File: src/rtl/alkpt_pkg.sv
package alkpt_pkg;

   // Field widths
   localparam int MV_W   = 12;
   localparam int TIME_W = 32;
   localparam int MS_W   = 16;

   // Default depth of the queue between front and back
   localparam int ALKPT_QUEUE_DEPTH = 4;

   // Register indexes on the csr port
   localparam logic [2:0] CSR_UP_MIN     = 3'd0;
   localparam logic [2:0] CSR_UP_MAX     = 3'd1;
   localparam logic [2:0] CSR_DOWN_MIN   = 3'd2;
   localparam logic [2:0] CSR_DOWN_MAX   = 3'd3;
   localparam logic [2:0] CSR_OK_MIN     = 3'd4;
   localparam logic [2:0] CSR_OK_MAX     = 3'd5;
   localparam logic [2:0] CSR_DEBOUNCE   = 3'd6;
   localparam logic [2:0] CSR_LONG_PRESS = 3'd7;

   typedef enum logic [1:0] {
      KEY_IDLE = 2'd0,
      KEY_UP   = 2'd1,
      KEY_DN   = 2'd2,
      KEY_OK   = 2'd3
   } key_type;

   typedef enum logic [2:0] {
      EV_VOICE_START = 3'd0,
      EV_VOICE_END   = 3'd1,
      EV_UP_LONG     = 3'd2,
      EV_DOWN_LONG   = 3'd3,
      EV_UP_SHORT    = 3'd4,
      EV_DOWN_SHORT  = 3'd5,
      EV_OK_SHORT    = 3'd6
   } event_type;

   // Configuration registers as seen by front and back
   typedef struct packed {
      logic [MV_W-1:0] up_min_mv;
      logic [MV_W-1:0] up_max_mv;
      logic [MV_W-1:0] down_min_mv;
      logic [MV_W-1:0] down_max_mv;
      logic [MV_W-1:0] ok_min_mv;
      logic [MV_W-1:0] ok_max_mv;
      logic [MS_W-1:0] debounce_time_ms;
      logic [MS_W-1:0] long_press_time_ms;
   } cfg_type;

   // A debounced sample handed from front to back
   typedef struct packed {
      key_type           raw_key;
      logic [TIME_W-1:0] time_ms;
   } item_type;

   // Queue write or read side: valid plus item
   typedef struct packed {
      logic     valid;
      item_type item;
   } q_port_type;

   // Result of one tracker step
   typedef struct packed {
      event_type event_code;
      logic      recording_active;
      key_type   held_key;
   } result_type;

endpackage

File: src/rtl/alkpt_front.sv
module alkpt_front import alkpt_pkg::*; (
   input  logic              clock,
   input  logic              reset,
   input  cfg_type           cfg,
   input  logic              accept,
   input  logic [MV_W-1:0]   millivolts,
   input  logic [TIME_W-1:0] time_ms,
   output q_port_type        push
);

   key_type           last_raw_ff, last_raw_in;
   logic [TIME_W-1:0] stable_since_ff, stable_since_in;
   key_type           raw_key;
   logic [TIME_W-1:0] held_for;

   // Window sort, first match wins: up, down, ok
   always_comb begin
      if (millivolts >= cfg.up_min_mv && millivolts < cfg.up_max_mv) begin
         raw_key = KEY_UP;
      end else if (millivolts >= cfg.down_min_mv && millivolts < cfg.down_max_mv) begin
         raw_key = KEY_DN;
      end else if (millivolts >= cfg.ok_min_mv && millivolts < cfg.ok_max_mv) begin
         raw_key = KEY_OK;
      end else begin
         raw_key = KEY_IDLE;
      end
   end

   // Debounce timer restarts on a change of key
   always_comb begin
      last_raw_in     = last_raw_ff;
      stable_since_in = stable_since_ff;
      if (accept && raw_key != last_raw_ff) begin
         last_raw_in     = raw_key;
         stable_since_in = time_ms;
      end
      held_for = time_ms - stable_since_in;
   end

   // Stable samples go on to the tracker
   assign push.valid        = accept &&
                              (held_for >= {{(TIME_W-MS_W){1'b0}}, cfg.debounce_time_ms});
   assign push.item.raw_key = raw_key;
   assign push.item.time_ms = time_ms;

   always_ff @(posedge clock) begin
      if (reset) begin
         last_raw_ff     <= KEY_IDLE;
         stable_since_ff <= '0;
      end else begin
         last_raw_ff     <= last_raw_in;
         stable_since_ff <= stable_since_in;
      end
   end

endmodule

File: src/rtl/alkpt_queue.sv
module alkpt_queue import alkpt_pkg::*; #(
   parameter int DEPTH = ALKPT_QUEUE_DEPTH
) (
   input  logic       clock,
   input  logic       reset,
   input  q_port_type push,
   output logic       full,
   output q_port_type head,
   input  logic       pop
);

   localparam int AW = $clog2(DEPTH);
   localparam int CW = $clog2(DEPTH + 1);

   item_type        mem_ff [DEPTH];
   logic [AW-1:0]   wr_ptr_ff, wr_ptr_in;
   logic [AW-1:0]   rd_ptr_ff, rd_ptr_in;
   logic [CW-1:0]   count_ff, count_in;
   logic            do_push;
   logic            do_pop;

   assign full      = (count_ff == CW'(DEPTH));
   assign head.valid = (count_ff != '0);
   assign head.item  = mem_ff[rd_ptr_ff];

   assign do_push = push.valid && !full;
   assign do_pop  = pop && head.valid;

   // Pointer and fill count update
   always_comb begin
      wr_ptr_in = wr_ptr_ff;
      rd_ptr_in = rd_ptr_ff;
      count_in  = count_ff;
      if (do_push) begin
         wr_ptr_in = (wr_ptr_ff == AW'(DEPTH - 1)) ? '0 : wr_ptr_ff + 1'b1;
      end
      if (do_pop) begin
         rd_ptr_in = (rd_ptr_ff == AW'(DEPTH - 1)) ? '0 : rd_ptr_ff + 1'b1;
      end
      if (do_push && !do_pop) begin
         count_in = count_ff + 1'b1;
      end else if (do_pop && !do_push) begin
         count_in = count_ff - 1'b1;
      end
   end

   always_ff @(posedge clock) begin
      if (reset) begin
         wr_ptr_ff <= '0;
         rd_ptr_ff <= '0;
         count_ff  <= '0;
      end else begin
         wr_ptr_ff <= wr_ptr_in;
         rd_ptr_ff <= rd_ptr_in;
         count_ff  <= count_in;
      end
   end

   // Storage
   always_ff @(posedge clock) begin
      if (do_push) begin
         mem_ff[wr_ptr_ff] <= push.item;
      end
   end

endmodule

File: src/rtl/alkpt_back.sv
module alkpt_back import alkpt_pkg::*; (
   input  logic       clock,
   input  logic       reset,
   input  cfg_type    cfg,
   input  q_port_type head,
   output logic       pop,
   output logic       rsp_valid,
   input  logic       rsp_ready,
   output result_type rsp_result
);

   key_type           tracked_ff, tracked_in;
   logic [TIME_W-1:0] press_start_ff, press_start_in;
   logic              long_fired_ff, long_fired_in;
   logic              recording_ff, recording_in;
   logic              rsp_valid_ff, rsp_valid_in;
   result_type        rsp_result_ff, rsp_result_in;
   logic              emit;
   event_type         code;
   logic [TIME_W-1:0] pressed_for;
   key_type           raw;

   assign raw         = head.item.raw_key;
   assign pressed_for = head.item.time_ms - press_start_ff;

   // Take the next item whenever the output register is free or draining
   assign pop = head.valid && (!rsp_valid_ff || rsp_ready);

   // Press tracker step
   always_comb begin
      tracked_in     = tracked_ff;
      press_start_in = press_start_ff;
      long_fired_in  = long_fired_ff;
      recording_in   = recording_ff;
      emit           = 1'b0;
      code           = EV_OK_SHORT;
      if (raw != KEY_IDLE && tracked_ff == KEY_IDLE) begin
         // New press
         tracked_in     = raw;
         press_start_in = head.item.time_ms;
         long_fired_in  = 1'b0;
      end else if (raw != KEY_IDLE && tracked_ff == raw) begin
         // Held: one long event once the hold time is reached
         if (!long_fired_ff &&
             pressed_for >= {{(TIME_W-MS_W){1'b0}}, cfg.long_press_time_ms}) begin
            long_fired_in = 1'b1;
            emit          = 1'b1;
            if (raw == KEY_OK) begin
               recording_in = 1'b1;
               code         = EV_VOICE_START;
            end else if (raw == KEY_UP) begin
               code = EV_UP_LONG;
            end else begin
               code = EV_DOWN_LONG;
            end
         end
      end else if (raw == KEY_IDLE && tracked_ff != KEY_IDLE) begin
         // Release
         tracked_in = KEY_IDLE;
         if (tracked_ff == KEY_OK && recording_ff) begin
            recording_in = 1'b0;
            emit         = 1'b1;
            code         = EV_VOICE_END;
         end else if (!long_fired_ff) begin
            emit = 1'b1;
            unique case (tracked_ff)
               KEY_UP:  code = EV_UP_SHORT;
               KEY_DN:  code = EV_DOWN_SHORT;
               default: code = EV_OK_SHORT;
            endcase
         end
      end
   end

   // Output register
   always_comb begin
      rsp_valid_in  = rsp_valid_ff;
      rsp_result_in = rsp_result_ff;
      if (pop) begin
         rsp_valid_in                   = emit;
         rsp_result_in.event_code       = code;
         rsp_result_in.recording_active = recording_in;
         rsp_result_in.held_key         = tracked_in;
      end else if (rsp_ready) begin
         rsp_valid_in = 1'b0;
      end
   end

   always_ff @(posedge clock) begin
      if (reset) begin
         tracked_ff     <= KEY_IDLE;
         press_start_ff <= '0;
         long_fired_ff  <= 1'b0;
         recording_ff   <= 1'b0;
         rsp_valid_ff   <= 1'b0;
      end else begin
         rsp_valid_ff <= rsp_valid_in;
         if (pop) begin
            tracked_ff     <= tracked_in;
            press_start_ff <= press_start_in;
            long_fired_ff  <= long_fired_in;
            recording_ff   <= recording_in;
         end
      end
   end

   always_ff @(posedge clock) begin
      rsp_result_ff <= rsp_result_in;
   end

   assign rsp_valid  = rsp_valid_ff;
   assign rsp_result = rsp_result_ff;

endmodule

File: src/rtl/adc_ladder_key_press_tracker.sv
// Channel  | Ports         | Payload
// ---------+---------------+-------------------------------------------------
// request  | req_t*        | tdata: millivolts[11:0], time_ms[43:12], zeros
// response | rsp_t*        | tdata: event_code[2:0], recording_active[3],
//          |               |        held_key[5:4], zeros
// csr      | csr_*         | write enable, 3-bit index, 16-bit data
//
// One sample per cycle sustained while responses are taken. The front
// classifies and debounces a sample in the cycle it is accepted; the back runs
// the press tracker on one queued sample per cycle and registers its result, so
// a sample passes the queue storage, then the output register. Reset is
// synchronous and clears all state but the result data register, and empties
// the queue. A stalled response fills the queue; req_tready drops only when it is full.
module adc_ladder_key_press_tracker import alkpt_pkg::*; #(
   parameter int QUEUE_DEPTH = ALKPT_QUEUE_DEPTH
) (
   input  logic        clock,
   input  logic        reset,
   input  logic        req_tvalid,
   output logic        req_tready,
   input  logic [47:0] req_tdata,   // millivolts, time_ms
   output logic        rsp_tvalid,
   input  logic        rsp_tready,
   output logic [7:0]  rsp_tdata,   // event_code, recording_active, held_key
   input  logic        csr_wen,
   input  logic [2:0]  csr_index,
   input  logic [15:0] csr_wdata
);

   cfg_type    cfg_ff;
   q_port_type push;
   q_port_type head;
   logic       full;
   logic       pop;
   logic       req_accept;
   result_type result;

   // Configuration registers
   always_ff @(posedge clock) begin
      if (reset) begin
         cfg_ff.up_min_mv          <= 12'd0;
         cfg_ff.up_max_mv          <= 12'd150;
         cfg_ff.down_min_mv        <= 12'd150;
         cfg_ff.down_max_mv        <= 12'd447;
         cfg_ff.ok_min_mv          <= 12'd447;
         cfg_ff.ok_max_mv          <= 12'd1900;
         cfg_ff.debounce_time_ms   <= 16'd50;
         cfg_ff.long_press_time_ms <= 16'd1000;
      end else if (csr_wen) begin
         unique case (csr_index)
            CSR_UP_MIN:     cfg_ff.up_min_mv          <= csr_wdata[MV_W-1:0];
            CSR_UP_MAX:     cfg_ff.up_max_mv          <= csr_wdata[MV_W-1:0];
            CSR_DOWN_MIN:   cfg_ff.down_min_mv        <= csr_wdata[MV_W-1:0];
            CSR_DOWN_MAX:   cfg_ff.down_max_mv        <= csr_wdata[MV_W-1:0];
            CSR_OK_MIN:     cfg_ff.ok_min_mv          <= csr_wdata[MV_W-1:0];
            CSR_OK_MAX:     cfg_ff.ok_max_mv          <= csr_wdata[MV_W-1:0];
            CSR_DEBOUNCE:   cfg_ff.debounce_time_ms   <= csr_wdata;
            CSR_LONG_PRESS: cfg_ff.long_press_time_ms <= csr_wdata;
         endcase
      end
   end

   assign req_tready = !full;
   assign req_accept = req_tvalid && req_tready;

   alkpt_front u_front (
      .clock      (clock),
      .reset      (reset),
      .cfg        (cfg_ff),
      .accept     (req_accept),
      .millivolts (req_tdata[MV_W-1:0]),
      .time_ms    (req_tdata[MV_W+TIME_W-1:MV_W]),
      .push       (push)
   );

   alkpt_queue #(
      .DEPTH (QUEUE_DEPTH)
   ) u_queue (
      .clock (clock),
      .reset (reset),
      .push  (push),
      .full  (full),
      .head  (head),
      .pop   (pop)
   );

   alkpt_back u_back (
      .clock      (clock),
      .reset      (reset),
      .cfg        (cfg_ff),
      .head       (head),
      .pop        (pop),
      .rsp_valid  (rsp_tvalid),
      .rsp_ready  (rsp_tready),
      .rsp_result (result)
   );

   assign rsp_tdata = {2'b00, result.held_key, result.recording_active, result.event_code};

endmodule

File: config.mk
export PLATFORM = sky130hd
export DESIGN_NAME = adc_ladder_key_press_tracker
export DESIGN_NICKNAME = d
export VERILOG_FILES = /design/src/rtl/alkpt_pkg.sv /design/src/rtl/alkpt_front.sv /design/src/rtl/alkpt_queue.sv /design/src/rtl/alkpt_back.sv /design/src/rtl/adc_ladder_key_press_tracker.sv
export SDC_FILE = /design/constraint.sdc
export NUM_CORES = 1
export LEC_CHECK = 0
export BUFFER_PORTS_ARGS = -buffer_cell sky130_fd_sc_hd__buf_2
export CORE_UTILIZATION = 49
export DETAILED_ROUTE_END_ITERATION = 12
export PLACE_DENSITY = 0.63
export SLEW_MARGIN = 20
export SYNTH_ARGS = -nofsm -noshare
export SYNTH_HDL_FRONTEND = slang
export SYNTH_SLANG_ARGS = --single-unit
File: constraint.sdc
create_clock -name clock -period 14.4 [get_ports clock]
set_input_delay 1.44 -clock clock [delete_from_list [all_inputs] [get_ports clock]]
set_output_delay 1.44 -clock clock [all_outputs]
set_load 0.01 [all_outputs]
==> impl_summary.txt, run 1 <==
----------------------------------------------------
[Status]
  Status ... finished, final reports clean

[Cells and area]
  Fillers ... 3363
  Non-filler cells in the finished layout ... 2549
  Finished Core Util ... 55.7%
  Final #Nets ... 2260
  Fraction of layout instances using a drive strength above 1 ... 10.3%
  Most common cell after layout, fill and taps aside ... nand2_1
  Most frequent cells in the layout ... 306 x nand2_1, 194 x a21oi_1, 182 x dfxtp_1
  Area growth syn-to-layout ... 11.0%

[Timing]
  Top achievable clock speed ... 89.7 MHz
  Minimum period implied by the final worst setup slack ... 11.15 ns
  Endpoints failing setup ... 0
  Pin slew with the least headroom to its limit ... 1.04 ns
  Fin Clk Skew ... 0.0252 ns
  Portion of the clock cycle consumed by the worst path in the final layout ... 77.4%
  Pins Over Slew Limit ... 0
  Number of hold-slack violations in the final timing report ... 0
  Final-layout worst hold slack ... 0.451 ns
  Setup repair after global routing missed its margin ... false
  Tightest slew margin relative to the limit ... 28.7%
  Final setup TNS ... 0 ns

[Synthesis]
  Sequential fraction of the synthesis area ... 42.8%
  Post-synth top area share ... 23.0%
  Distinct cell type count after synthesis ... 87
  Synthesized instance count ... 1972
  Ranking of synthesized cells by area ... edfxtp_1 23%, dfxtp_1 20%, ha_1 11%
  Area of the mapped netlist ... 0.0186 mm²
  Number of warning messages in the yosys log ... 0
  Average cell area after synthesis ... 9.41 µm²
  Ys flop type ... dfxtp_1
  Share of synthesized flip-flops with an asynchronous set or reset ... 0%
  Number of flops mapped to enable cells by yosys ... 142
  Synth area leader ... edfxtp_1
  Number of flip-flops and latches in the synthesized netlist ... 326

[Global routing]
  Largest net degree at the start of global routing ... 69
  Total congestion overflow ... 0
  Wire length of the first global-routing pass ... 73900 µm
  Number of global-route vias before repair ... 13797
  Total Routing Usage GR ... 24.5%
  Antenna violations before repair ... 0

[Setup path]
  Maximum single-stage delay on the critical path ... 0.61 ns
  Setup crit start kind ... input pin
  Master of the slowest instance on the critical path ... nand2_2
  Endpoint arrival time on the critical path ... 11.63 ns
  Register-to-register setup slack ... 4.00 ns
  Worst endpoint required time ... 14.88 ns
  Most used cell along the critical path ... a21oi_1
  Count of cells along the worst register-to-register path ... 41
  Endpoint of the most critical register-to-register path ... u_queue.count_ff[2]
  Element type at the critical path end ... register
  Type of the worst setup path ... input pin to register
  R2R Path Start ... cfg_ff[34]
  Capture point of the critical path ... u_queue.count_ff[2]
  CP Max Fanout ... 33
  Origin of the worst setup path ... req_tdata[2]

[Die]
  Die boundary width ... 197 µm
  Row Count ... 70
  Placeable Area ... 0.0370 mm²
  Die Footprint ... 0.0386 mm²
  Top-Level Pins ... 82
  Initial cell density of the core ... 50.2%
  Die Height ... 197 µm

[Power and ir drop]
  Power Density ... 200 mW/mm²
  Leakage power figure ... 7.94 nW
  Post-layout power ... 4.11 mW
  VDD IR max ... 0.0000987 V

[Drt]
  Mean routed wirelength per cell ... 18.3 µm
  ANT nets after route ... 0
  Total iterations of the first detailed-routing run ... 5
  Number of design-rule violations left by the first detailed-router iteration ... 884
  Number of vias in the routed layout ... 14345
  Number of vias per cell after detailed routing ... 5.63
  Wire length after detailed routing ... 46600 µm
  DRC violations left ... 0

[CTS]
  CTS clock-pin slew for the worst setup and hold paths ... 0.06 ns
  Source-to-sink clock delay at the later pin of the worst-skew pair ... 0.56 ns
  Cell at the root of the clock tree ... clkbuf_16
  Total setup buffers inserted after CTS ... 0
  Number of buffers added to fix hold violations after cts ... 0
  Number of clock sinks ... 326
  Number of buffers added by the clock tree synthesis step ... 38
  Clock tree from TritonCTS ... built
  Maximum level of the CTS H-tree ... 2
  Maximum number of buffers from clock root to sink ... 3
  Number of gates resized after CTS ... 0

[Placed design]
  Total placed cells including tap cells ... 2480
  Routability congestion estimate from global placement ... 0.897
  Port Buffers ... 75
  Final HPWL from detailed placement ... 32600 µm

[Worst hold path]
  Class of the worst hold path ... register to register

[Run]
  Max_cap viols ... 0

----------------------------------------------------
[final cells by class]
class | count | area (µm²) | share of cell area (%)
antenna | 1 | 2.50 | 0.0122
clock buffer | 56 | 1070 | 5.20
clock inverter | 12 | 139 | 0.674
inverter | 166 | 623 | 3.03
multi-input combinational | 1393 | 9680 | 47.0
sequential | 326 | 7950 | 38.6
tap | 504 | 631 | 3.06
timing repair buffer | 91 | 498 | 2.42
[worst min path at each step]
| stage | startpoint | to | slack [ns] | cells past startpoint |
|---|---|---|---|---|
| 2_1_floorplan | cfg_ff[100] | cfg_ff[100] | 0.44 | 2 |
| 3_3_place_gp | u_back.press_start_ff[11] | u_back.press_start_ff[11] | 0.44 | 2 |
| 3_5_place_dp | u_back.press_start_ff[22] | u_back.press_start_ff[22] | 0.45 | 2 |
| 4_1_cts | u_back.press_start_ff[22] | u_back.press_start_ff[22] | 0.45 | 2 |
| 5_1_grt | cfg_ff[94] | cfg_ff[94] | 0.47 | 2 |
| 6_report | cfg_ff[97] | cfg_ff[97] | 0.45 | 2 |
[through the flow]
stage | instance area (µm²) | worst slack (ns)
2_1_floorplan | 18600 | 3.77
3_3_place_gp | 19400 | 2.98
3_5_place_dp | 19400 | 2.81
4_1_cts | 20600 | 3.29
5_1_grt | 20600 | 2.47
6_report | 20600 | 3.25
[metal layers]
| metal | routed length (µm) | part of all wire (%) | GRT usage (%) |
|---|---|---|---|
| met2 | 21000 | 45 | 39.1 |
| met1 | 21600 | 46 | 33.6 |
| met3 | 2450 | 5.2 | 3.94 |
| met5 | 0 | 0 | 0 |
| met4 | 1600 | 3.4 | 8.76 |
[cells in the mapped netlist (17+ instances only)]
| master | count |
|---|---|
| mux2i_1 | 43 |
| ha_1 | 169 |
| o211ai_1 | 45 |
| o21a_1 | 17 |
| xnor2_1 | 22 |
| clkbuf_1 | 67 |
| nor3_1 | 28 |
| inv_1 | 164 |
| nor2_1 | 123 |
| a21o_1 | 44 |
| nor2b_1 | 20 |
| a211oi_1 | 17 |
| nand3_1 | 30 |
| nand2_1 | 306 |
| edfxtp_1 | 142 |
| nand2b_1 | 31 |
| mux4_2 | 34 |
| o21ai_0 | 53 |
| a21oi_1 | 194 |
| dfxtp_1 | 184 |
[flip-flops by register name, indices dropped and copies added, names as in the netlist, 2 cells and up, named ones only]
register	flops
u_back.tracked_ff	2
u_queue.rd_ptr_ff	2
u_front.last_raw_ff	2
u_queue.count_ff	3
u_front.stable_since_ff	32
u_queue.wr_ptr_ff	2
u_back.rsp_result	6
u_queue.mem_ff	136
u_back.press_start_ff	32
cfg_ff	104
[report_power, final]
group          switching (mW)  internal, mW  leakage [nW]
clock                   0.383         0.555         0.590
sequential             0.0699          1.11          2.80
combinational            1.17         0.818          4.54
total                    1.63          2.48          7.94
[critical path: cells and delay by family]
| family | cells | cell delay, ns |
|---|---|---|
| adder cells (fa/ha/maj) | 5 | 1.50 |
| XOR/XNOR | 2 | 0.23 |
| AO/OA/AOI/OAI | 19 | 4.87 |
| buffers and inverters | 3 | 0.35 |
| AND/OR/NAND/NOR | 12 | 3.22 |
[cell families after synthesis]
family | synth area share (%)
DFF | 42.8
AOI/OAI and AO/OA | 17.1
adders and majority gates | 11.8
and+or+nand+nor | 14.9
other | 0.0202
xor gates and xnor gates | 1.65
buffers and inverters | 5.30
muxes | 6.45
(Power assumes the default switching activity.)
==> inputs of run 2 (changes only) <==
clock period = 10.7 ns   (was 14.4 ns; I/O delays follow)
==> impl_summary.txt, run 2 (synthesis gave the netlist of run 1 again) <==
----------------------------------------------------
[Status]
  Status ... finished, final reports clean (unchanged)

[Timing]
  Endpoints failing setup ... 0 (unchanged)
  Fin Clk Skew ... 0.0136 ns (was 0.0252 ns)
  Final-layout worst hold slack ... 0.451 ns (about the same)
  Minimum period implied by the final worst setup slack ... 9.80 ns
  Pin slew with the least headroom to its limit ... 1.08 ns (was 1.04 ns)
  Top achievable clock speed ... 102 MHz
  Tightest slew margin relative to the limit ... 27.7% (was 28.7%)
  Portion of the clock cycle consumed by the worst path in the final layout ... 91.6%
  Pins Over Slew Limit ... 0 (unchanged)
  Setup repair after global routing missed its margin ... false (unchanged)
  Final setup TNS ... 0 ns (unchanged)
  Number of hold-slack violations in the final timing report ... 0 (unchanged)

[Placed design]
  Final HPWL from detailed placement ... 33100 µm (was 32600 µm)
  Port Buffers ... 75 (unchanged)
  Routability congestion estimate from global placement ... 0.891 (was 0.897)

[CTS]
  Total setup buffers inserted after CTS ... 0 (unchanged)
  Cell at the root of the clock tree ... clkbuf_16 (unchanged)
  Maximum level of the CTS H-tree ... 2 (unchanged)
  Number of gates resized after CTS ... 0 (unchanged)
  Source-to-sink clock delay at the later pin of the worst-skew pair ... 0.56 ns (about the same)
  Clock tree from TritonCTS ... built (unchanged)
  Number of buffers added by the clock tree synthesis step ... 38 (unchanged)
  Number of buffers added to fix hold violations after cts ... 0 (unchanged)
  Maximum number of buffers from clock root to sink ... 3 (unchanged)
  Number of clock sinks ... 326 (unchanged)
  CTS clock-pin slew for the worst setup and hold paths ... 0.06 ns (about the same)

[Drt]
  ANT nets after route ... 0 (unchanged)
  DRC violations left ... 0 (unchanged)
  Number of vias per cell after detailed routing ... 5.63 (about the same)
  Total iterations of the first detailed-routing run ... 5 (unchanged)
  Number of design-rule violations left by the first detailed-router iteration ... 959 (was 884)
  Wire length after detailed routing ... 47100 µm (was 46600 µm)
  Number of vias in the routed layout ... 14397 (was 14345)
  Mean routed wirelength per cell ... 18.4 µm (was 18.3 µm)

[Setup path]
  Worst endpoint required time ... 11.18 ns (was 14.88 ns)
  Element type at the critical path end ... register (unchanged)
  Bufs and invs on worst path ... 4 (was 3)
  Endpoint arrival time on the critical path ... 10.28 ns (was 11.63 ns)
  Maximum single-stage delay on the critical path ... 0.49 ns (was 0.61 ns)
  Master of the slowest instance on the critical path ... a2111o_1 (was nand2_2)
  Most used cell along the critical path ... a21oi_1 (unchanged)
  CP Max Fanout ... 6 (was 33)
  Type of the worst setup path ... input pin to register (unchanged)
  Critical path's top delay family ... compound AO/OA/AOI/OAI gates (unchanged)
  Setup crit start kind ... input pin (unchanged)

[Cells and area]
  Most frequent cells in the layout ... 306 x nand2_1, 194 x a21oi_1, 182 x dfxtp_1 (unchanged)
  Fraction of layout instances using a drive strength above 1 ... 10.8% (was 10.3%)
  Final #Nets ... 2266 (was 2260)
  Footprint of the flip-flops and latches ... 0.00795 mm² (unchanged)
  Most common cell after layout, fill and taps aside ... nand2_1 (unchanged)
  Finished Core Util ... 55.9% (was 55.7%)
  Register bank with the most flops ... u_queue.mem_ff (unchanged)
  Largest register FFs ... 136 (unchanged)
  Diodes inserted ... 0 (was 1)
  Area growth syn-to-layout ... 11.4% (was 11.0%)
  Total area of multi-input combinational cells ... 0.00968 mm² (unchanged)
  Leading registers by flop count ... u_queue.mem_ff: 136 flops, cfg_ff: 104 flops (unchanged)
  Fillers ... 3313 (was 3363)

[Global routing]
  Total congestion overflow ... 0 (unchanged)
  Number of global-route vias before repair ... 13720 (was 13797)
  Largest net degree at the start of global routing ... 53 (was 69)
  Wire length of the first global-routing pass ... 75000 µm (was 73900 µm)
  Antenna violations before repair ... 0 (unchanged)
  Total Routing Usage GR ... 24.8% (was 24.5%)

[Die]
  Die Height ... 197 µm (unchanged)
  Top-Level Pins ... 82 (unchanged)
  Die Footprint ... 0.0386 mm² (unchanged)
  Row Count ... 70 (unchanged)
  Placeable Area ... 0.0370 mm² (unchanged)
  Initial cell density of the core ... 50.2% (unchanged)
  Die boundary width ... 197 µm (unchanged)

[Power and ir drop]
  Power Density ... 270 mW/mm² (was 200 mW/mm²)
  Leakage power figure ... 7.98 nW (was 7.94 nW)
  VDD IR max ... 0.000123 V (was 0.0000987 V)

[Run]
  Max_cap viols ... 0 (unchanged)

[Worst hold path]
  Class of the worst hold path ... register to register (unchanged)

----------------------------------------------------
[run 2: changes by cell type in the layout (fill, tap and decap cells not counted), sizes merged]
cell	before	now
clkinv	6	13
clkinvlp	1	2
inv	169	168
clkbuf	56	51
buf	91	97
diode	1	0
[run 2: path summary, 6_finish.rpt]
kind	start	end	slack, ns	cells after the start
worst max register to register	cfg_ff[34]	u_queue.count_ff[2]	1.27	42
worst max-delay path	req_tdata[2]	u_queue.count_ff[2]	0.90	42
worst min-delay path	u_back.press_start_ff[9]	u_back.press_start_ff[9]	0.45	2
worst min register to register	u_back.press_start_ff[9]	u_back.press_start_ff[9]	0.45	2
[run 2: through the flow]
step                      std cells  total power [mW]  area, µm²  worst slack (ns)
final                          2556              5.57      20700             0.895
after global routing           2556              6.01      20700            0.0989
after CTS                      2556              5.60      20700             0.942
after detailed placement       2486              4.29      19400             0.392
after global placement         2486              4.21      19400             0.653
after floorplan                1973              3.64      18600             0.438
[run 2: metal layers]
layer	wire length [µm]	vias to the layer above	part of all wire, %	global-route usage [%]
met5	0	-	0	0
met4	1110	0	2.3	7.67
met3	2180	67	4.6	2.82
met2	21300	307	45	39.6
met1	22500	6889	48	35.4
li1	-	7134	-	-
[run 2: area by class of cell]
cell class	instances	area share [%]
multi-input cells	1393	46.8
flip-flops and latches	326	38.5
clock buffers	51	5.18
well taps	504	3.05
inverters	166	3.02
repair buffers	97	2.63
clock inverters	19	0.823
[run 2: report_power, final]
part / internal, mW / switching (mW)
sequential: 1.49 / 0.0888
clock: 0.757 / 0.527
combinational: 1.11 / 1.60
total: 3.36 / 2.21
[run 2: worst register-to-register path, delay by kind of cell (launching register included)]
family                     cells  cell delay (ns)
DFF                            1             0.31
AOI/OAI and AO/OA             19             4.48
adders and majority gates      5             1.44
xor gates and xnor gates       2             0.23
buffers and inverters          4             0.40
and+or+nand+nor               12             2.50
